`config.mk`:
```
export PLATFORM = sky130hd
export DESIGN_NAME = ggxh_div_cell
export DESIGN_NICKNAME = d
export VERILOG_FILES = /design/src/rtl/ggxh_pkg.sv /design/src/rtl/ggxh_div_cell.sv
export SDC_FILE = /design/constraint.sdc
export NUM_CORES = 1
export LEC_CHECK = 0
export BUFFER_PORTS_ARGS = -buffer_cell sky130_fd_sc_hd__buf_2
export CORE_MARGIN = 2
export CORE_UTILIZATION = 48
export CTS_CLUSTER_DIAMETER = 200
export DETAILED_ROUTE_END_ITERATION = 8
export PLACE_DENSITY = 0.84
export SLEW_MARGIN = 20
export SYNTH_ARGS = -nofsm -noshare
export SYNTH_HDL_FRONTEND = slang
export SYNTH_SLANG_ARGS = --single-unit
export TNS_END_PERCENT = 1
```
`constraint.sdc`:
```
create_clock -name clock -period 3.2 [get_ports clock]
set_clock_uncertainty 0.1 [all_clocks]
set_input_delay 0.32 -clock clock [delete_from_list [all_inputs] [get_ports clock]]
set_output_delay 0.32 -clock clock [all_outputs]
set_load 0.05 [all_outputs]
```
`src/rtl/ggxh_pkg.sv`:
```
`default_nettype none
// ----------------------------------------------------------------------------
// ggxh_pkg: shared types and constants of the GGX half vector sampler
// Fixed point formats, series reciprocals, cell link types and output helpers.
// ----------------------------------------------------------------------------
package ggxh_pkg;

   // unity in the working format (16 fraction bits)
   localparam logic [16:0] ONE_W = 17'h10000;

   // largest n2 kept, 4 - 2^-16
   localparam logic [17:0] SAT_N2 = 18'h3FFFF;

   // pi/2 with 48 fraction bits, split for two narrow products
   localparam logic [48:0] PI_HALF_Q48 = 49'h1921FB54442D1;
   localparam logic [18:0] PI_HI = PI_HALF_Q48[48:30];
   localparam logic [29:0] PI_LO = PI_HALF_Q48[29:0];

   localparam int HORNER_CELLS = 6;
   localparam int SQRT_CELLS   = 17;
   localparam int DIV_CELLS    = 18;

   // ceil(2^32 / d) for the Horner divisors; sine uses one step fewer,
   // a zero reciprocal leaves its term at one in the first cell
   localparam logic [31:0] SIN_RECIP [HORNER_CELLS] = '{
      32'd0, 32'd39045158, 32'd59652324, 32'd102261127, 32'd214748365, 32'd715827883
   };
   localparam logic [31:0] COS_RECIP [HORNER_CELLS] = '{
      32'd32537632, 32'd47721859, 32'd76695845, 32'd143165577, 32'd357913942,
      32'd2147483648
   };

   // quadrant codes from the top bits of u
   localparam logic [1:0] QUAD_0 = 2'd0;
   localparam logic [1:0] QUAD_1 = 2'd1;
   localparam logic [1:0] QUAD_2 = 2'd2;

   typedef struct packed {
      logic [16:0] ts;
      logic [16:0] tc;
      logic [15:0] y2;
   } horner_type;

   typedef struct packed {
      logic [17:0] rem;
      logic [16:0] root;
      logic [33:0] x;
   } sqrt_type;

   typedef struct packed {
      logic [18:0] rem;
      logic [17:0] nb;
      logic [17:0] quot;
      logic [18:0] den;
   } div_type;

   typedef struct packed {
      logic [1:0]  quad;
      logic        swap;
      logic [16:0] axw;
      logic [16:0] ayw;
      logic [15:0] v;
      logic [32:0] pp_hi;
      logic [43:0] pp_lo;
      logic [15:0] y;
      logic [15:0] y2;
      logic [16:0] sy;
      logic [16:0] cy;
      logic [16:0] cm;
      logic [16:0] sm;
      logic        cneg;
      logic        sneg;
      logic [16:0] px;
      logic [16:0] py;
      logic [17:0] px2;
      logic [17:0] py2;
      logic [17:0] n2;
      logic [18:0] den;
      logic        nzero;
      logic [16:0] cn;
      logic [16:0] sn;
      logic [16:0] cos2;
      logic [16:0] ct;
      logic [16:0] st2;
      logic [15:0] hx;
      logic [15:0] hy;
      logic [14:0] hz;
   } side_type;

   function automatic logic [16:0] clamp_one(input logic [17:0] x);
      logic [16:0] r;
      if (x > {1'b0, ONE_W}) begin
         r = ONE_W;
      end else begin
         r = x[16:0];
      end
      return r;
   endfunction

   // Q1.16 magnitude to Q1.15 two's complement, saturated at 32767
   function automatic logic [15:0] to_out(input logic [16:0] mag, input logic neg);
      logic [15:0] m;
      m = mag[16:1];
      if (m > 16'd32767) begin
         m = 16'd32767;
      end
      if (neg && m != 16'd0) begin
         m = 16'd0 - m;
      end
      return m;
   endfunction

endpackage
`default_nettype wire

```
`src/rtl/ggxh_div_cell.sv`:
```
`default_nettype none
// ----------------------------------------------------------------------------
// ggxh_div_cell: one quotient bit of a restoring divider
// Shifts in the next numerator bit and subtracts the divisor when it fits.
// ----------------------------------------------------------------------------
module ggxh_div_cell (
   input  wire logic              clock,
   input  wire logic              en,
   input  wire ggxh_pkg::div_type din,
   output ggxh_pkg::div_type      dout
);

   logic [19:0] r2, dext, diff;
   logic        ge;
   ggxh_pkg::div_type out_ff, out_in;

   always_comb begin
      r2   = {din.rem, din.nb[17]};
      dext = {1'b0, din.den};
      ge   = r2 >= dext;
      diff = r2 - dext;
      out_in.rem  = ge ? diff[18:0] : r2[18:0];
      out_in.nb   = {din.nb[16:0], 1'b0};
      out_in.quot = {din.quot[16:0], ge};
      out_in.den  = din.den;
   end

   always_ff @(posedge clock) begin
      if (en) begin
         out_ff <= out_in;
      end
   end

   assign dout = out_ff;

endmodule
`default_nettype wire

```
==> impl_metrics.csv <==
group,metric,value,unit
power,switchingPower,0.9536,mW
logic_synthesis,synth_enable_flop_cells,73,
logic_synthesis,synth_compound_area_share,12.12,%
grt,grt_pass1_vias,2469,
floorplanning,core,6869,um2
clock_tree,clk_path_buf_depth,2,
logic_synthesis,yosys_warnings,0,
place,routabilityCongestion,0.8377,
logic_synthesis,synth_cell_types,46,
logic_synthesis,synth.most_common_cell,"edfxtp_1",
power,p_leak,1.997,nW
logic_synthesis,synthSimpleGateAreaFrac,7.745,%
logic_synthesis,synth-main-ff-cell,"edfxtp_1",
worst_setup_path,setup.worst_path.class,"in -> reg",
place,portBuffers,147,
cells_and_area,n_fill_cell,537,
place,dp_hpwl,5976,um
logic_synthesis,syn_nets,360,
power,combPwrFrac,29.2,%
timing,hold_violations,0,
grt,grt_usage,19.85,%
clock_tree,post_cts.repair.setup_buffers,0,
floorplanning,die_w,88.87,um
timing,setup_viol,0,
logic_synthesis,synth_top_family_by_area,"compound AO/OA/AOI/OAI gates",
logic_synthesis,synth_fa_ha_area_share,7.456,%
route,wire_per_inst,15.44,um
power,clkPwrFrac,26.5,%
route,vias,2562,
route,drc,0,
clock_tree,cts_tree,"yes",
logic_synthesis,netlist_instances,264,
logic_synthesis,syn_area_per_cell,13.09,um2
route,drtAntennaViolNets,0,
logic_synthesis,synth.mux.area_fraction,1.086,%
route,vias_per_cell,5.004,
timing,tightest_slew,0.9319,ns
worst_setup_path,timing.critical_path.from_type,"primary input",
grt,grt_max_degree,74,
logic_synthesis,synth-seq-cells,73,
route,firstDrtPassIters,4,
cells_and_area,utilization,64.77,%
floorplanning,die-area,7897,um2
worst_setup_path,arrival,2.55,ns
logic_synthesis,yosys.area.top_type,"edfxtp_1",
clock_tree,cts.repair.resized,0,
logic_synthesis,synth_top_cells_by_count,"edfxtp_1 (73), nand2_1 (35), inv_1 (21)",
timing,fin_crit,2.559,ns
cells_and_area,largest_register_ffs,73,
logic_synthesis,syn_area,3457,um2
cells_and_area,antenna_cells,0,
clock_tree,cts.reportedPaths.clkPinSlew,0.08,ns
power,p_int,1.747,mW
timing,rsz0062_at_grt,"false",
floorplanning,start_util,50.33,%
power,peakVddDrop,0.2463,mV
cells_and_area,area_growth,28.70,%
status,outcome,"finished clean",
route,drtIter0Drc,139,
floorplanning,die_h,88.87,um
logic_synthesis,async_flop_share,0,%
clock_tree,numCtsBuffers,9,
route,wirelength,7903,um
worst_hold_path,hp-class,"in -> reg",
worst_setup_path,required,3.19,ns
clock_tree,clockRootBuffer,"clkbuf_8",
worst_setup_path,critPathCaptureType,"flip-flop",
cells_and_area,drive_gt1_share,42.55,%
logic_synthesis,synth_top_area_share,63.41,%
logic_synthesis,synthXorXnorAreaFrac,3.800,%
power,powerDensity,607.0,nW/um2
clock_tree,clock-sinks,73,
clock_tree,htreeDepth,3,
timing,slew_viol_final,0,
logic_synthesis,ys_seq_area_share,63.41,%
run,max-cap-violations,0,
power,seqPwrFrac,44.3,%
timing,relSlewSlack,37.88,%
floorplanning,num_io_pins,150,
timing,finalSetupTns,0,ns
timing,max_freq,390.8,MHz
floorplanning,std_cell_rows,30,
power,swShare,35.31,%
grt,grt_overflow,0,
clock_tree,cts_hold_buf,0,
timing,post-route-period-util,79.96,%
cells_and_area,final_nets,507,
grt,antenna_found_initial,0,
grt,grt_pass1_wl,11600,um
logic_synthesis,synthTopCellsByArea,"edfxtp_1 (63%), ha_1 (6.9%), nand2_1 (3.8%)",
worst_setup_path,critPathMaxFanout,34,
## area by class of cell
type | instances | area [um2] | share of cell area [%]
clock inverter | 6 | 68.82 | 1.547
tap | 96 | 120.1 | 2.700
multi-input combinational | 158 | 1117 | 25.11
inverter | 22 | 85.08 | 1.912
sequential | 73 | 2192 | 49.27
timing repair buffer | 147 | 738.2 | 16.59
clock buffer | 10 | 127.6 | 2.868
## power by group through the flow
stage	registers (mW)	logic, mW	clock network, mW
6_report	1.20	0.790	0.715
5_1_grt	1.20	0.843	0.765
4_1_cts	1.20	0.793	0.733
3_5_place_dp	1.22	0.790	0
3_3_place_gp	1.21	0.776	0
2_1_floorplan	1.57	0.242	0
## metal layers
layer | GRT usage (%) | part of all wire [%] | wire (um)
met3 | 6.343 | 11 | 875
met4 | 10.61 | 3.1 | 246
met5 | 0 | 0 | 0
met2 | 34.94 | 50 | 3973
met1 | 21.07 | 36 | 2807
## cell usage in the layout, fill, tap and decap left out, drive strengths merged, types with 3 or more instances in the layout
master  netlist  final
a21o          7      7
a21oi        14     14
buf           9    147
clkbuf        2     10
clkinv        0      4
edfxtp       73     73
ha           19     19
inv          22     22
mux2          3      3
nand2        35     35
nand3         4      4
nand4         5      5
nor2          7      7
o21ai        22     22
xnor2        10     10
xor2          5      5
## worst paths after layout
path | start | slack [ns] | cells past startpoint | to
worst max-delay path | din[0] | 0.64 | 10 | dout[62]$_DFFE_PP_
worst min-delay path | din[27] | 0.05 | 1 | dout[28]$_DFFE_PP_
## cells by family after synthesis
family                     Yosys count
muxes                                3
xor gates and xnor gates            15
and+or+nand+nor                     60
other                                1
DFF                                 73
AOI/OAI and AO/OA                   59
adders and majority gates           20
buffers and inverters               33
## critical path: stages
cell       delay, ns
buf_2           0.11
ha_1            0.22
fa_1            0.40
and2b_1         0.24
o2111ai_2       0.15
a21oi_2         0.21
o21bai_2        0.09
a31o_4          0.36
inv_4           0.12
mux2_2          0.33
## through the flow
| stage | hold WS (ns) | power (mW) | setup slack, ns | std cells | instance area (um2) |
|---|---|---|---|---|---|
| after CTS | 0.02972 | 2.723 | 0.6530 | 512 | 4449 |
| after global placement | 0.3967 | 1.990 | 0.3087 | 496 | 4253 |
| after detailed placement | 0.3988 | 2.008 | 0.2825 | 496 | 4253 |
| final | 0.04949 | 2.701 | 0.6411 | 512 | 4449 |
| after floorplan | 0.3189 | 1.810 | 0.6655 | 264 | 3457 |
| after global routing | 0.02870 | 2.812 | 0.5258 | 512 | 4449 |
Note: power is estimated with default switching activity, not from simulation.
