==> src/rtl/ggxh_pkg.sv <==
`default_nettype none
// ----------------------------------------------------------------------------
// ggxh_pkg: shared types and constants of the GGX half vector sampler
// Fixed point formats, series reciprocals, cell link types and output helpers.
// ----------------------------------------------------------------------------
package ggxh_pkg;

   // unity in the working format (16 fraction bits)
   localparam logic [16:0] ONE_W = 17'h10000;

   // largest n2 kept, 4 - 2^-16
   localparam logic [17:0] SAT_N2 = 18'h3FFFF;

   // pi/2 with 48 fraction bits, split for two narrow products
   localparam logic [48:0] PI_HALF_Q48 = 49'h1921FB54442D1;
   localparam logic [18:0] PI_HI = PI_HALF_Q48[48:30];
   localparam logic [29:0] PI_LO = PI_HALF_Q48[29:0];

   localparam int HORNER_CELLS = 6;
   localparam int SQRT_CELLS   = 17;
   localparam int DIV_CELLS    = 18;

   // ceil(2^32 / d) for the Horner divisors; sine uses one step fewer,
   // a zero reciprocal leaves its term at one in the first cell
   localparam logic [31:0] SIN_RECIP [HORNER_CELLS] = '{
      32'd0, 32'd39045158, 32'd59652324, 32'd102261127, 32'd214748365, 32'd715827883
   };
   localparam logic [31:0] COS_RECIP [HORNER_CELLS] = '{
      32'd32537632, 32'd47721859, 32'd76695845, 32'd143165577, 32'd357913942,
      32'd2147483648
   };

   // quadrant codes from the top bits of u
   localparam logic [1:0] QUAD_0 = 2'd0;
   localparam logic [1:0] QUAD_1 = 2'd1;
   localparam logic [1:0] QUAD_2 = 2'd2;

   typedef struct packed {
      logic [16:0] ts;
      logic [16:0] tc;
      logic [15:0] y2;
   } horner_type;

   typedef struct packed {
      logic [17:0] rem;
      logic [16:0] root;
      logic [33:0] x;
   } sqrt_type;

   typedef struct packed {
      logic [18:0] rem;
      logic [17:0] nb;
      logic [17:0] quot;
      logic [18:0] den;
   } div_type;

   typedef struct packed {
      logic [1:0]  quad;
      logic        swap;
      logic [16:0] axw;
      logic [16:0] ayw;
      logic [15:0] v;
      logic [32:0] pp_hi;
      logic [43:0] pp_lo;
      logic [15:0] y;
      logic [15:0] y2;
      logic [16:0] sy;
      logic [16:0] cy;
      logic [16:0] cm;
      logic [16:0] sm;
      logic        cneg;
      logic        sneg;
      logic [16:0] px;
      logic [16:0] py;
      logic [17:0] px2;
      logic [17:0] py2;
      logic [17:0] n2;
      logic [18:0] den;
      logic        nzero;
      logic [16:0] cn;
      logic [16:0] sn;
      logic [16:0] cos2;
      logic [16:0] ct;
      logic [16:0] st2;
      logic [15:0] hx;
      logic [15:0] hy;
      logic [14:0] hz;
   } side_type;

   function automatic logic [16:0] clamp_one(input logic [17:0] x);
      logic [16:0] r;
      if (x > {1'b0, ONE_W}) begin
         r = ONE_W;
      end else begin
         r = x[16:0];
      end
      return r;
   endfunction

   // Q1.16 magnitude to Q1.15 two's complement, saturated at 32767
   function automatic logic [15:0] to_out(input logic [16:0] mag, input logic neg);
      logic [15:0] m;
      m = mag[16:1];
      if (m > 16'd32767) begin
         m = 16'd32767;
      end
      if (neg && m != 16'd0) begin
         m = 16'd0 - m;
      end
      return m;
   endfunction

endpackage
`default_nettype wire

==> src/rtl/ggxh_horner_cell.sv <==
`default_nettype none
// ----------------------------------------------------------------------------
// ggxh_horner_cell: one Horner step of the sine and cosine series
// Two register stages: t*y2 product, then division by reciprocal product.
// ----------------------------------------------------------------------------
module ggxh_horner_cell (
   input  wire logic                 clock,
   input  wire logic                 en,
   input  wire logic [31:0]          sin_recip,
   input  wire logic [31:0]          cos_recip,
   input  wire ggxh_pkg::horner_type din,
   output ggxh_pkg::horner_type      dout
);

   logic [15:0] ps_ff, ps_in, pc_ff, pc_in, y2_ff, y2_in;
   logic [32:0] ps_prod, pc_prod;
   logic [47:0] qs_prod, qc_prod;
   ggxh_pkg::horner_type out_ff, out_in;

   always_comb begin
      ps_prod = 33'(din.y2) * 33'(din.ts);
      pc_prod = 33'(din.y2) * 33'(din.tc);
      ps_in   = ps_prod[31:16];
      pc_in   = pc_prod[31:16];
      y2_in   = din.y2;
      qs_prod = 48'(ps_ff) * 48'(sin_recip);
      qc_prod = 48'(pc_ff) * 48'(cos_recip);
      out_in.ts = ggxh_pkg::ONE_W - {1'b0, qs_prod[47:32]};
      out_in.tc = ggxh_pkg::ONE_W - {1'b0, qc_prod[47:32]};
      out_in.y2 = y2_ff;
   end

   always_ff @(posedge clock) begin
      if (en) begin
         ps_ff  <= ps_in;
         pc_ff  <= pc_in;
         y2_ff  <= y2_in;
         out_ff <= out_in;
      end
   end

   assign dout = out_ff;

endmodule
`default_nettype wire

==> config.mk <==
export PLATFORM = sky130hd
export DESIGN_NAME = ggxh_horner_cell
export DESIGN_NICKNAME = d
export VERILOG_FILES = /design/src/rtl/ggxh_pkg.sv /design/src/rtl/ggxh_horner_cell.sv
export SDC_FILE = /design/constraint.sdc
export NUM_CORES = 2
export LEC_CHECK = 0
export BUFFER_PORTS_ARGS = -buffer_cell sky130_fd_sc_hd__buf_2
export CORE_MARGIN = 3
export CORE_UTILIZATION = 40
export CTS_CLUSTER_DIAMETER = 120
export CTS_CLUSTER_SIZE = 14
export DETAILED_ROUTE_END_ITERATION = 10
export PLACE_DENSITY = 0.58
export SLEW_MARGIN = 10
export SYNTH_ARGS = -nofsm -noshare
export SYNTH_HDL_FRONTEND = slang
export SYNTH_SLANG_ARGS = --single-unit
==> constraint.sdc <==
create_clock -name clock -period 8.23 [get_ports clock]
set_input_delay 1.646 -clock clock [delete_from_list [all_inputs] [get_ports clock]]
set_output_delay 1.646 -clock clock [all_outputs]
set_load 0.05 [all_outputs]
==> results_dict.tcl <==
set metrics [dict create \
    grt_most_used_layer "met2" \
    port_buffers 165 \
    die_area_mm2 0.133 \
    vias 38400 \
    slew_violations 0 \
    htreeDepth 3 \
    clkTransAtPathRegs_ns 0.08 \
    area_delta_synth_final_pct 14.3 \
    synthCells 5693 \
    n_fill_cell 12200 \
    status "completed" \
    ys_seq_area_share_pct 5.72 \
    syn-num-nets 7487 \
    ff2ff_path_depth 26 \
    period_needed_ns 8.12 \
    grt_pass1_wl_um 219000 \
    slew_headroom_pct 23.6 \
    drt_iter0_drc 1969 \
    antenna_left 0 \
    yosysWarningCount 0 \
    reg2reg_slack_ns 0.56 \
    fin_crit_sh_pct 98.7 \
    use_met1_pct 28.8 \
    synth_top_area_share_pct 48.5 \
    drt-total-wl_um 131000 \
    die_w_um 365 \
    synth.largest_area_cell "fa_1" \
    cts.path.max_buffers 2 \
    fin_ws_ns 0.108 \
    critPathMaxFanout 5 \
    maxCapViolCount 0 \
    yosysMostFrequentCell "inv_1" \
    final.setup.tns_ns 0 \
    core_area_mm2 0.127 \
    synth_flop_cell "edfxtp_1" \
    met2_usage_pct 34.1 \
    synth.distinct_cells 84 \
    rows 130 \
    crit_arrival_ns 8.27 \
    synth_edf_count 98 \
    dp_cells 7730 \
    wl_per_cell_um 16.9 \
    antenna_found_initial 7 \
    io-pin-count 166 \
    die_y_um 365 \
    firstDrtPassIters 5 \
    syn_area_mm2 0.0515 \
    rsz0062_at_grt "true" \
    yosys-top-cells-count "inv_1, fa_1, nand2_1" \
    synth_area_per_cell_um2 9.04 \
    start_kind "input pin" \
    drc 0 \
    dp_hpwl_um 111000 \
    synthArstFlopShare_pct 0 \
    fmax_mhz 123 \
    initial_core_util_pct 40.6 \
    cts-root-buf "clkbuf_16" \
    cts_inserted_buffers 9 \
    pre_cts_ws_ns -0.636 \
    hp-class "reg -> reg" \
    gp_congestion 0.881 \
    worst-slew-pin-transition_ns 1.15 \
    grt_pass1_vias 41700 \
    synth_area_leaders "fa_1, ha_1, inv_1" \
    synth-seq-cells 98 \
    grt_util_all_layers_pct 20.6 \
    drive_above_1_share_pct 13.9 \
    crit_type "in -> reg" \
    hold_path_depth 0 \
    final_cells 7765 \
    setup_violations 0 \
    nNetsFinal 7900 \
    critical_path_required_ns 8.37 \
    cts_num_sinks 98 \
    cts_tree "yes" \
    viasPerCell 4.95 \
    clock_skew_ns 0.0154 \
    clk_latency_ns 0.41 \
    hold_violations 0 \
    grt_use_met3_pct 2.52 \
    grt_overflow_total 0 \
    grt_max_degree 52 \
    crit_path_end_kind "flip-flop" \
]
==> worst max-delay path: stages <==
cell,delay [ns]
buf_2,0.15
and2_1,0.16
fa_1,0.50
inv_1,0.05
fa_1,0.47
fa_1,0.52
inv_1,0.06
fa_1,0.49
fa_1,0.50
inv_1,0.05
fa_1,0.53
inv_2,0.06
ha_4,0.27
buf_4,0.12
nand4_1,0.15
buf_6,0.17
nor4_4,0.23
o21ai_2,0.15
a2111oi_4,0.31
a211oi_2,0.08
buf_4,0.17
mux2_4,0.31
a211o_4,0.29
nor3_4,0.29
a41oi_2,0.16
a221oi_2,0.28
xnor2_1,0.10
==> per-stage QoR <==
stage / hold WS, ns / instance area, µm² / util (%)
2_1_floorplan: 0.400 / 51500 / -
3_5_place_dp: 0.405 / 57400 / 45.3
6_report: 0.420 / 58800 / 46.4
5_1_grt: 0.438 / 58800 / 46.4
4_1_cts: 0.422 / 57700 / 45.5
3_3_place_gp: 0.406 / 57400 / 45.3
==> worst paths after layout <==
path	startpoint	end
min reg2reg	y2_ff[10]$_DFFE_PP_	dout[10]$_DFFE_PP_
max reg2reg	pc_ff[4]$_DFFE_PP_	dout[28]$_DFFE_PP_
max	cos_recip[13]	dout[31]$_DFFE_PP_
min	y2_ff[10]$_DFFE_PP_	dout[10]$_DFFE_PP_
==> layout by cell type (no fill, tap or decap), types with 21 or more instances in the layout <==
cell type  netlist  layout
inv_1         1358    1354
edfxtp_1        98      98
xor2_1          27      24
fa_1          1246    1224
a21oi_1         89      74
ha_4             0      24
ha_1           432     406
nand2_1       1053    1049
buf_6            0      22
nor3_1          27      23
xnor2_1         62      58
buf_12           0      31
fa_2             0      22
a21o_1          52      52
nor2_1          78      69
nand4_1         27      27
nand3_1         24      21
o21ai_0         50      39
buf_2            3     135
buf_4            1     464
and2_1         603     596
==> area by class of cell <==
type                    instances  area [µm²]  area share (%)
multi-input cells            3977       43300            73.6
flip-flops and latches         98        2940            5.00
diodes                          4        10.0          0.0170
repair buffers                661        5100            8.67
clock buffers                   9         225           0.383
well taps                    1650        2060            3.51
clock inverters                 7        83.8           0.143
inverters                    1359        5110            8.68
==> flip-flops by register name, summed over array words and instances, names as in the netlist <==
signal	count
dout	50
pc_ff	16
y2_ff	16
ps_ff	16
==> metal layers <==
| layer | vias up | routed length, µm |
|---|---|---|
| li1 | 17500 | - |
| met2 | 871 | 63100 |
| met5 | - | 13 |
| met4 | 2 | 3040 |
| met3 | 154 | 6520 |
| met1 | 19900 | 58800 |
==> cells by family after synthesis <==
family                     after synthesis  share of synthesized area, %
buffers and inverters                 1618                          11.8
xor gates and xnor gates                89                          1.51
and+or+nand+nor                       1888                          17.5
adders and majority gates             1678                          59.0
AOI/OAI and AO/OA                      314                          4.24
muxes                                    8                         0.170
DFF                                     98                          5.72
==> what timing repair did <==
action	4_1_cts	5_1_grt
resized for setup	7	235
hold buffers	0	0
pin swaps	5	106
setup endpoints to repair	9	20
buffers inserted	2	14
Power is not shown: default switching activity piles up to over one toggle a cycle in this logic, so the estimate is an artifact.
