### src/rtl/ggxh_pkg.sv
`default_nettype none
// ----------------------------------------------------------------------------
// ggxh_pkg: shared types and constants of the GGX half vector sampler
// Fixed point formats, series reciprocals, cell link types and output helpers.
// ----------------------------------------------------------------------------
package ggxh_pkg;

   // unity in the working format (16 fraction bits)
   localparam logic [16:0] ONE_W = 17'h10000;

   // largest n2 kept, 4 - 2^-16
   localparam logic [17:0] SAT_N2 = 18'h3FFFF;

   // pi/2 with 48 fraction bits, split for two narrow products
   localparam logic [48:0] PI_HALF_Q48 = 49'h1921FB54442D1;
   localparam logic [18:0] PI_HI = PI_HALF_Q48[48:30];
   localparam logic [29:0] PI_LO = PI_HALF_Q48[29:0];

   localparam int HORNER_CELLS = 6;
   localparam int SQRT_CELLS   = 17;
   localparam int DIV_CELLS    = 18;

   // ceil(2^32 / d) for the Horner divisors; sine uses one step fewer,
   // a zero reciprocal leaves its term at one in the first cell
   localparam logic [31:0] SIN_RECIP [HORNER_CELLS] = '{
      32'd0, 32'd39045158, 32'd59652324, 32'd102261127, 32'd214748365, 32'd715827883
   };
   localparam logic [31:0] COS_RECIP [HORNER_CELLS] = '{
      32'd32537632, 32'd47721859, 32'd76695845, 32'd143165577, 32'd357913942,
      32'd2147483648
   };

   // quadrant codes from the top bits of u
   localparam logic [1:0] QUAD_0 = 2'd0;
   localparam logic [1:0] QUAD_1 = 2'd1;
   localparam logic [1:0] QUAD_2 = 2'd2;

   typedef struct packed {
      logic [16:0] ts;
      logic [16:0] tc;
      logic [15:0] y2;
   } horner_type;

   typedef struct packed {
      logic [17:0] rem;
      logic [16:0] root;
      logic [33:0] x;
   } sqrt_type;

   typedef struct packed {
      logic [18:0] rem;
      logic [17:0] nb;
      logic [17:0] quot;
      logic [18:0] den;
   } div_type;

   typedef struct packed {
      logic [1:0]  quad;
      logic        swap;
      logic [16:0] axw;
      logic [16:0] ayw;
      logic [15:0] v;
      logic [32:0] pp_hi;
      logic [43:0] pp_lo;
      logic [15:0] y;
      logic [15:0] y2;
      logic [16:0] sy;
      logic [16:0] cy;
      logic [16:0] cm;
      logic [16:0] sm;
      logic        cneg;
      logic        sneg;
      logic [16:0] px;
      logic [16:0] py;
      logic [17:0] px2;
      logic [17:0] py2;
      logic [17:0] n2;
      logic [18:0] den;
      logic        nzero;
      logic [16:0] cn;
      logic [16:0] sn;
      logic [16:0] cos2;
      logic [16:0] ct;
      logic [16:0] st2;
      logic [15:0] hx;
      logic [15:0] hy;
      logic [14:0] hz;
   } side_type;

   function automatic logic [16:0] clamp_one(input logic [17:0] x);
      logic [16:0] r;
      if (x > {1'b0, ONE_W}) begin
         r = ONE_W;
      end else begin
         r = x[16:0];
      end
      return r;
   endfunction

   // Q1.16 magnitude to Q1.15 two's complement, saturated at 32767
   function automatic logic [15:0] to_out(input logic [16:0] mag, input logic neg);
      logic [15:0] m;
      m = mag[16:1];
      if (m > 16'd32767) begin
         m = 16'd32767;
      end
      if (neg && m != 16'd0) begin
         m = 16'd0 - m;
      end
      return m;
   endfunction

endpackage
`default_nettype wire

### src/rtl/ggxh_sqrt_cell.sv
`default_nettype none
// ----------------------------------------------------------------------------
// ggxh_sqrt_cell: one root bit of a restoring integer square root
// Brings down two radicand bits and tries root*4+1 against the remainder.
// ----------------------------------------------------------------------------
module ggxh_sqrt_cell (
   input  wire logic               clock,
   input  wire logic               en,
   input  wire ggxh_pkg::sqrt_type din,
   output ggxh_pkg::sqrt_type      dout
);

   logic [19:0] r4, trial, diff;
   logic        ge;
   ggxh_pkg::sqrt_type out_ff, out_in;

   always_comb begin
      r4    = {din.rem, din.x[33:32]};
      trial = {1'b0, din.root, 2'b01};
      ge    = r4 >= trial;
      diff  = r4 - trial;
      out_in.rem  = ge ? diff[17:0] : r4[17:0];
      out_in.root = {din.root[15:0], ge};
      out_in.x    = {din.x[31:0], 2'b00};
   end

   always_ff @(posedge clock) begin
      if (en) begin
         out_ff <= out_in;
      end
   end

   assign dout = out_ff;

endmodule
`default_nettype wire

### config.mk
export PLATFORM = sky130hd
export DESIGN_NAME = ggxh_sqrt_cell
export DESIGN_NICKNAME = d
export VERILOG_FILES = /design/src/rtl/ggxh_pkg.sv /design/src/rtl/ggxh_sqrt_cell.sv
export SDC_FILE = /design/constraint.sdc
export NUM_CORES = 1
export LEC_CHECK = 0
export ABC_AREA = 1
export BUFFER_PORTS_ARGS = -buffer_cell sky130_fd_sc_hd__buf_2
export CORE_UTILIZATION = 48
export DETAILED_ROUTE_END_ITERATION = 6
export PLACE_DENSITY = 0.88
export SETUP_SLACK_MARGIN = 0.1
export SLEW_MARGIN = 5
export SYNTH_ARGS = -nofsm -noshare
export SYNTH_HDL_FRONTEND = slang
export SYNTH_SLANG_ARGS = --single-unit
export TNS_END_PERCENT = 30
### constraint.sdc
create_clock -name clock -period 1.8 [get_ports clock]
set_input_delay 0.18 -clock clock [delete_from_list [all_inputs] [get_ports clock]]
set_output_delay 0.18 -clock clock [all_outputs]
set_load 0.02 [all_outputs]
==> impl_metrics.env, run 1 <==
export IMPL_clockPowerShare=0.284
export IMPL_gp_congestion=0.871
export IMPL_min_path_type="in -> reg"
export IMPL_synth_area_leaders="edfxtp_1 (59%), nand2_1 (14%), ha_1 (6.9%)"
export IMPL_cpMostUsedCell="nand2_1"
export IMPL_grt_overflow_total=0
export IMPL_cts_buffers_inserted=9
export IMPL_max_cap_violations=0
export IMPL_max_freq_mhz=641
export IMPL_io_buffers=137
export IMPL_die_area_um2=7500
export IMPL_critPathBufInv=4
export IMPL_fin_nets=629
export IMPL_grt_first_pass_wirelength_um=13400
export IMPL_drive_gt1_frac=0.374
export IMPL_cts_tree="yes"
export IMPL_cp_max_fo=7
export IMPL_cp_end_kind="flip-flop"
export IMPL_drt_pass1_iter_count=4
export IMPL_cp_slowest_stage_delay_ns=0.32
export IMPL_slew_violations=0
export IMPL_core_area_um2=6870
export IMPL_avgRoutedWirePerCell_um=13.6
export IMPL_clockRootBuffer="clkbuf_8"
export IMPL_crit_chain="buf_2 > inv_1 > ha_1 > nand2_1 > inv_2 > nand2_1 > nor2_1 > nand2_1 > nand3b_4 > nand2_2 > nand2_4 > buf_4 > nand2_1 > o21ai_0"
export IMPL_wl_um=8710
export IMPL_power_frac_comb=0.252
export IMPL_fillers=543
export IMPL_ys_warn_count=0
export IMPL_first_global_vias=2963
export IMPL_core_rowCount=30
export IMPL_cp_start_kind="input port"
export IMPL_finalPower_mw=4.18
export IMPL_track_usage=0.241
export IMPL_die_w_um=86.6
export IMPL_arrival_ns=1.64
export IMPL_utilization=0.689
export IMPL_synthesis_area_um2=3430
export IMPL_dp_hpwl_um=6680
export IMPL_critical_path_top_delay_family="simple AND/OR/NAND/NOR gates"
export IMPL_numClockSinks=67
export IMPL_antenna_found_initial=0
export IMPL_vias_per_cell=4.68
export IMPL_placed_cells=622
export IMPL_htree_levels=3
export IMPL_cp_slowest_cell="ha_1"
export IMPL_p_sw_frac=0.296
export IMPL_synth_top_area_cell="edfxtp_1"
export IMPL_required_ns=1.88
export IMPL_ys_ff_latch=67
export IMPL_vias=2990
export IMPL_fin_cells=639
export IMPL_criticalPathCategory="in -> reg"
export IMPL_syn_inst=351
export IMPL_area_growth_pct=37.8
export IMPL_clkTransAtPathRegs_ns=0.08
export IMPL_antenna_cells=0
export IMPL_status="complete, no violations"
export IMPL_rsz0062_at_grt="no"
export IMPL_clock_path_buffers=2
export IMPL_yosys_area_top_type_share=0.586
export IMPL_postRouteAntennaNets=0
export IMPL_power_switching_mw=1.24
export IMPL_fin_crit_sh=0.867
export IMPL_pwr_share_seq=0.464
export IMPL_drt_iter0_markers=122
export IMPL_leakagePower_nw=2.43
export IMPL_boundaryPins=140
export IMPL_post_cts_buffers=0
export IMPL_die_y_um=86.6
export IMPL_final_hold_viol_count=0
export IMPL_largest_register_ffs=67
export IMPL_period_needed_ns=1.56
export IMPL_p_per_area_nw_per_um2=884
export IMPL_setup_viol=0
export IMPL_synth_area_per_cell_um2=9.78
export IMPL_yosysSeqAreaShare=0.586
export IMPL_p_int_mw=2.95
export IMPL_grt_max_degree=68
export IMPL_drc_errors=0
export IMPL_peakVddDrop_mv=0.379
export IMPL_synth_cell_types=24
export IMPL_tns_ns=0
export IMPL_start_util=0.500
==> cells in the mapped netlist, drive strengths merged <==
cell / count
xor2: 9
edfxtp: 67
inv: 55
conb: 1
nand4: 1
nand3: 18
nor2: 21
o21bai: 1
o21ai: 5
a21oi: 14
xnor2: 1
nand2: 128
buf: 5
ha: 19
nand3b: 6
==> power groups by stage <==
| stage | clock network (mW) | registers (mW) | logic (mW) |
|---|---|---|---|
| 2_1_floorplan | 0 | 2.18 | 0.388 |
| 3_3_place_gp | 0 | 1.97 | 1.02 |
| 3_5_place_dp | 0 | 1.97 | 1.04 |
| 4_1_cts | 1.20 | 1.94 | 1.05 |
| 5_1_grt | 1.25 | 1.95 | 1.16 |
| 6_report | 1.19 | 1.94 | 1.06 |
==> worst paths after layout <==
check                 slack [ns]  cells past startpoint     from  endpoint
worst min-delay path        0.01                      1  din[17]  dout[19]
worst max-delay path        0.24                     14  din[41]  dout[52]
==> cell type report <==
class	count	area (µm²)	area share
flip-flops and latches	67	2010	0.425
clock buffers	10	128	0.0270
repair buffers	181	1030	0.218
well taps	96	120	0.0254
inverters	55	209	0.0442
clock inverters	5	55.1	0.0116
multi-input cells	225	1170	0.248
==> cells in the final DEF (no fill, tap or decap), types with 8 or more instances in the layout <==
master,netlist,routed
nand2_1,125,124
nand3_1,18,18
ha_1,19,19
buf_2,0,137
nor2_1,20,20
edfxtp_1,67,67
clkbuf_8,0,9
buf_4,3,41
inv_1,52,52
a21oi_1,14,14
xor2_1,8,8
==> layer usage <==
metal  share of wire  GRT usage
met2            0.53      0.467
met3           0.070     0.0686
met4           0.021     0.0970
met5               0          0
met1            0.38      0.238
==> stage by stage <==
stage	area [µm²]	setup slack (ns)	hold WS, ns
floorplan	3440	0.165	0.279
global placement	4530	-0.0794	0.356
detailed placement	4530	-0.115	0.359
CTS	4710	0.245	0.00289
global route	4730	0.102	0.00285
finish	4730	0.240	0.0132
==> cells by family (layout without fill, tap and decap cells) <==
| group | count (synthesis) | in the layout | synth area share |
|---|---|---|---|
| xor gates and xnor gates | 10 | 10 | 0.0277 |
| and+or+nand+nor | 174 | 174 | 0.212 |
| AOI/OAI and AO/OA | 20 | 20 | 0.0299 |
| buffers and inverters | 60 | 251 | 0.0740 |
| adders and majority gates | 19 | 19 | 0.0692 |
| other | 1 | 2 | 0.00109 |
| DFF | 67 | 67 | 0.586 |
==> timing repair <==
action,in CTS,in global routing
endpoints found under the hold margin,0,2
resized for setup,0,1
hold buffers,0,2
endpoints found under the setup margin,0,1
(Power assumes the default switching activity.)
==> run 2: changes to the inputs <==
ABC_AREA = default   (was 1)
==> impl_metrics.env, run 2 <==
export IMPL_max_freq_mhz=541
export IMPL_cts_buffers_inserted=9
export IMPL_antenna_found_initial=0
export IMPL_p_int_mw=3.33
export IMPL_fin_nets=529
export IMPL_p_sw_frac=0.301
export IMPL_htree_levels=3
export IMPL_cp_start_kind="input port"
export IMPL_cp_max_fo=6
export IMPL_die_w_um=84.6
export IMPL_pwr_share_seq=0.411
export IMPL_power_switching_mw=1.44
export IMPL_cp_end_kind="flip-flop"
export IMPL_slew_violations=0
export IMPL_largest_register_ffs=67
export IMPL_cts_tree="yes"
export IMPL_synth_top_area_cell="edfxtp_1"
export IMPL_wl_um=11000
export IMPL_antenna_cells=0
export IMPL_critical_path_top_delay_family="simple AND/OR/NAND/NOR gates"
export IMPL_fin_area_um2=5140
export IMPL_gp_congestion=0.883
export IMPL_clockRootBuffer="clkbuf_8"
export IMPL_required_ns=1.89
export IMPL_synth_edf_count=67
export IMPL_synth_area_leaders="edfxtp_1 (61%), ha_1 (7.3%), mux2_2 (3.1%)"
export IMPL_synth_most_common_cell="edfxtp_1"
export IMPL_clkTransAtPathRegs_ns=0.08
export IMPL_area_growth_pct=57.1
export IMPL_core_area_um2=6460
export IMPL_clock_path_buffers=2
export IMPL_utilization=0.796
export IMPL_ys_warn_count=0
export IMPL_grt_overflow_total=0
export IMPL_final_hold_viol_count=0
export IMPL_min_path_type="in -> reg"
export IMPL_final_cell_mix="buf_2 (123), edfxtp_1 (67), buf_4 (50)"
export IMPL_critPathLaunch="din[58]"
export IMPL_start_util=0.507
export IMPL_drt_pass1_iter_count=7
export IMPL_hold_path_startpoint="din[43]"
export IMPL_numClockSinks=67
export IMPL_drt_iter0_markers=288
export IMPL_syn_inst=242
export IMPL_period_needed_ns=1.85
export IMPL_power_frac_comb=0.295
export IMPL_p_per_area_nw_per_um2=928
export IMPL_status="finished, violations left"
export IMPL_violations="design-rule violations, negative setup slack"
export IMPL_leakagePower_nw=2.25
export IMPL_avgRoutedWirePerCell_um=21.1
export IMPL_clockPowerShare=0.294
export IMPL_drc_errors=18
export IMPL_boundaryPins=140
export IMPL_layout_setup_ws_ns=-0.0470
export IMPL_synthesis_area_um2=3270
export IMPL_crit_chain="buf_4 > ha_4 > nand4_4 > nor3_4 > a41oi_2 > o2111a_2 > or2_4 > clkbuf_16 > mux2_4"
export IMPL_criticalPathCategory="in -> reg"
export IMPL_drive_gt1_frac=0.626
export IMPL_arrival_ns=1.94
export IMPL_cp_slowest_stage_delay_ns=0.30
export IMPL_yosysSeqAreaShare=0.615
export IMPL_finalPower_mw=4.77
export IMPL_dp_hpwl_um=6320
export IMPL_io_buffers=137
export IMPL_yosys_area_top_type_share=0.615
export IMPL_grt_first_pass_wirelength_um=14000
export IMPL_synth_cell_types=46
export IMPL_async_reset_ff_frac=0
export IMPL_setup_viol=13
export IMPL_postRouteAntennaNets=0
export IMPL_fin_crit_sh=1.03
export IMPL_first_global_vias=2907
export IMPL_synth_ff_type="edfxtp_1"
export IMPL_vias=2941
export IMPL_core_rowCount=29
export IMPL_final_common_cell="buf_2"
export IMPL_synthTopCellsByCount="edfxtp_1 (67), inv_1 (22), ha_1 (19)"
export IMPL_postCtsHoldBufs=0
export IMPL_rsz0062_at_grt="yes"
export IMPL_peakVddDrop_mv=0.500
export IMPL_vias_per_cell=5.64
export IMPL_cp_slowest_cell="mux2_4"
export IMPL_synth_area_per_cell_um2=13.5
export IMPL_placed_area_um2=4560
export IMPL_max_cap_violations=0
export IMPL_grt_max_degree=68
export IMPL_ys_ff_latch=67
export IMPL_die_area_um2=7150
export IMPL_die_y_um=84.6
export IMPL_critPathBufInv=2
export IMPL_track_usage=0.258
## run 2: cell count changes in the layout (fill, tap and decap cells not counted), sizes merged, moves of 4 or more
cell    previous run  this run
buf              179       190
inv               55        23
mux2               0        12
nand2            128        11
nand2b             0         4
nand3             18         4
nand3b             6         0
nor2              21         8
nor3               0         6
o211ai             0         4
o21a               0         4
o21ai              5        17
xnor2              1         7
xor2               9         5
## run 2: logic make-up after synthesis
| family | Yosys count | share of synthesized area |
|---|---|---|
| other cells | 1 | 0.00115 |
| xor+xnor | 12 | 0.0321 |
| simple gates | 45 | 0.0730 |
| compound gates | 57 | 0.116 |
| buf+inv | 28 | 0.0424 |
| mux | 13 | 0.0478 |
| flops | 67 | 0.615 |
| fa+ha+maj | 19 | 0.0727 |
## run 2: power groups by stage
stage,clock network (mW),registers (mW),logic [mW]
floorplan,0,2.19,0.485
global placement,0,1.98,1.13
detailed placement,0,1.98,1.17
CTS,1.39,1.95,1.26
global route,1.46,1.97,1.47
finish,1.40,1.96,1.41
## run 2: final timing paths
path,end,slack [ns],depth (start not counted)
setup / recovery,dout[53],-0.05,9
hold / removal,dout[44],0.006,1
## run 2: repair_timing
item                       CTS  global route
buffers inserted             2             3
cloned                       0             1
setup endpoints to repair   18            18
resized for setup           42            36
pin swaps                    6             7
## run 2: final cells by class
type / instances / area [µm²]
timing repair buffer: 191 / 1240
inverter: 22 / 97.6
multi-input combinational: 148 / 1480
clock buffer: 9 / 124
fill: 344 / 1320
sequential: 67 / 2010
tap: 77 / 96.3
clock inverter: 7 / 91.3
## run 2: routing by layer
metal / track usage / vias up / routed length (µm)
met3: 0.0688 / 43 / 927
met1: 0.266 / 1403 / 3770
li1: - / 1302 / -
met4: 0.120 / 0 / 460
met2: 0.483 / 193 / 5840
met5: 0 / - / 0
## run 2: through the flow
| stage | TNS (ns) | setup WS (ns) | cells | hold slack (ns) |
|---|---|---|---|---|
| after detailed placement | -7.98 | -0.480 | 499 | 0.358 |
| after global routing | -1.07 | -0.108 | 521 | -0.00170 |
| final | -0.302 | -0.0470 | 521 | 0.00620 |
| after CTS | 0 | 0.0407 | 517 | 0.00340 |
| after floorplan | -3.42 | -0.333 | 243 | 0.279 |
| after global placement | -6.42 | -0.394 | 499 | 0.357 |
==> run 3: changes to the inputs <==
CELL_PAD_IN_SITES_DETAIL_PLACEMENT = 1   (was default)
CELL_PAD_IN_SITES_GLOBAL_PLACEMENT = 1   (was default)
CORE_UTILIZATION = 37   (was 48)
PLACE_DENSITY = default   (was 0.88)
PLACE_DENSITY_LB_ADDON = 0.25   (was default)
==> impl_metrics.env, run 3 (synthesis results as in run 2) <==
export IMPL_dp_hpwl_um=7020
export IMPL_cp_slowest_cell="ha_4"
export IMPL_finalPower_mw=4.98
export IMPL_cts_tree="yes"
export IMPL_slew_violations=0
export IMPL_die_w_um=96.0
export IMPL_arrival_ns=1.97
export IMPL_layout_setup_ws_ns=-0.0666
export IMPL_core_area_um2=8380
export IMPL_final_common_cell="buf_2"
export IMPL_htree_levels=3
export IMPL_boundaryPins=140
export IMPL_peakVddDrop_mv=0.470
export IMPL_cp_end_kind="flip-flop"
export IMPL_vias_per_cell=5.13
export IMPL_clockRootBuffer="clkbuf_8"
export IMPL_cp_slowest_stage_delay_ns=0.31
export IMPL_status="finished, violations left"
export IMPL_avgRoutedWirePerCell_um=21.4
export IMPL_fin_hold_ws_ns=0.00388
export IMPL_cp_start_kind="input port"
export IMPL_clock_path_buffers=2
export IMPL_gp_congestion=0.814
export IMPL_antenna_found_initial=0
export IMPL_final_hold_viol_count=0
export IMPL_grt_first_pass_wirelength_um=14200
export IMPL_first_global_vias=2891
export IMPL_min_path_type="in -> reg"
export IMPL_vias=3003
export IMPL_cts_buffers_inserted=9
export IMPL_postRouteAntennaNets=0
export IMPL_antenna_cells=0
export IMPL_grt_max_degree=42
export IMPL_fin_nets=565
export IMPL_setup_viol=14
export IMPL_final_cell_mix="buf_2 (125), edfxtp_1 (67), buf_4 (61)"
export IMPL_track_usage=0.211
export IMPL_p_per_area_nw_per_um2=913
export IMPL_drive_gt1_frac=0.579
export IMPL_io_buffers=137
export IMPL_cp_max_fo=5
export IMPL_fin_crit_sh=1.04
export IMPL_drt_iter0_markers=104
export IMPL_die_y_um=96.0
export IMPL_relSlewSlack=0.639
export IMPL_period_needed_ns=1.87
export IMPL_violations="negative setup slack"
export IMPL_drc_errors=0
export IMPL_max_freq_mhz=536
export IMPL_leakagePower_nw=2.36
export IMPL_core_rowCount=33
export IMPL_placed_area_um2=4590
export IMPL_required_ns=1.90
export IMPL_drt_pass1_iter_count=5
export IMPL_grt_overflow_total=0
export IMPL_worstMarginPinSlew_ns=0.541
export IMPL_dpl_worst_slack_ns=-0.480
export IMPL_criticalPathCategory="in -> reg"
export IMPL_die_area_um2=9220
export IMPL_clkTransAtPathRegs_ns=0.08
export IMPL_max_cap_violations=0
export IMPL_rsz0062_at_grt="yes"
export IMPL_largest_register_ffs=67
export IMPL_area_growth_pct=66.7
export IMPL_fin_area_um2=5460
export IMPL_numClockSinks=67
export IMPL_start_util=0.390
export IMPL_crit_chain="buf_2 > inv_1 > ha_4 > a21oi_4 > o21ai_4 > a21oi_2 > o21a_1 > or2_4 > buf_6 > mux2_4"
export IMPL_wl_um=12500
run 3: what timing repair did:
item                                   CTS  global route
hold buffers                            10            16
buffers inserted                         4            10
gates resized for setup                 28            33
pin swaps                               10            23
endpoints found under the hold margin   10            16
setup endpoints to repair               18            18
run 3: layout make-up:
type,count,area (µm²)
clock buffers,10,128
fillers,867,2930
inverters,22,103
flip-flops and latches,67,2010
repair buffers,227,1530
well taps,105,131
clock inverters,6,114
multi-input cells,148,1440
run 3: through the flow:
| step | TNS, ns | cells | utilization |
|---|---|---|---|
| after floorplan | -3.42 | 243 | - |
| after global placement | -6.29 | 529 | 0.547 |
| after detailed placement | -7.75 | 529 | 0.547 |
| after CTS | -0.00720 | 559 | 0.606 |
| after global routing | -1.18 | 585 | 0.651 |
| final | -0.334 | 585 | 0.651 |
run 3: report_power, final:
part / switching, mW / internal (mW)
Sequential: 0.0555 / 1.91
Clock: 0.656 / 0.924
Combinational: 0.770 / 0.666
Total: 1.48 / 3.50
run 3: worst max-delay path, delay by kind of cell:
family / cells / cell delay [ns]
compound gates: 4 / 0.56
fa+ha+maj: 1 / 0.31
buf+inv: 3 / 0.31
mux: 1 / 0.31
simple gates: 1 / 0.28
run 3: path summary, 6_finish.rpt:
check                 startpoint  endpoint  slack (ns)  cells after the start
worst max-delay path     din[45]  dout[60]       -0.07                     10
worst min-delay path     din[14]  dout[16]       0.004                      1
run 3: routing by layer:
metal / track usage / wire length (µm) / vias to the layer above / share of wire
met5: 0 / 0 / - / 0
met4: 0.0709 / 284 / 0 / 0.023
met3: 0.0632 / 1010 / 28 / 0.081
met2: 0.382 / 6430 / 148 / 0.51
met1: 0.233 / 4780 / 1459 / 0.38
li1: - / - / 1368 / -
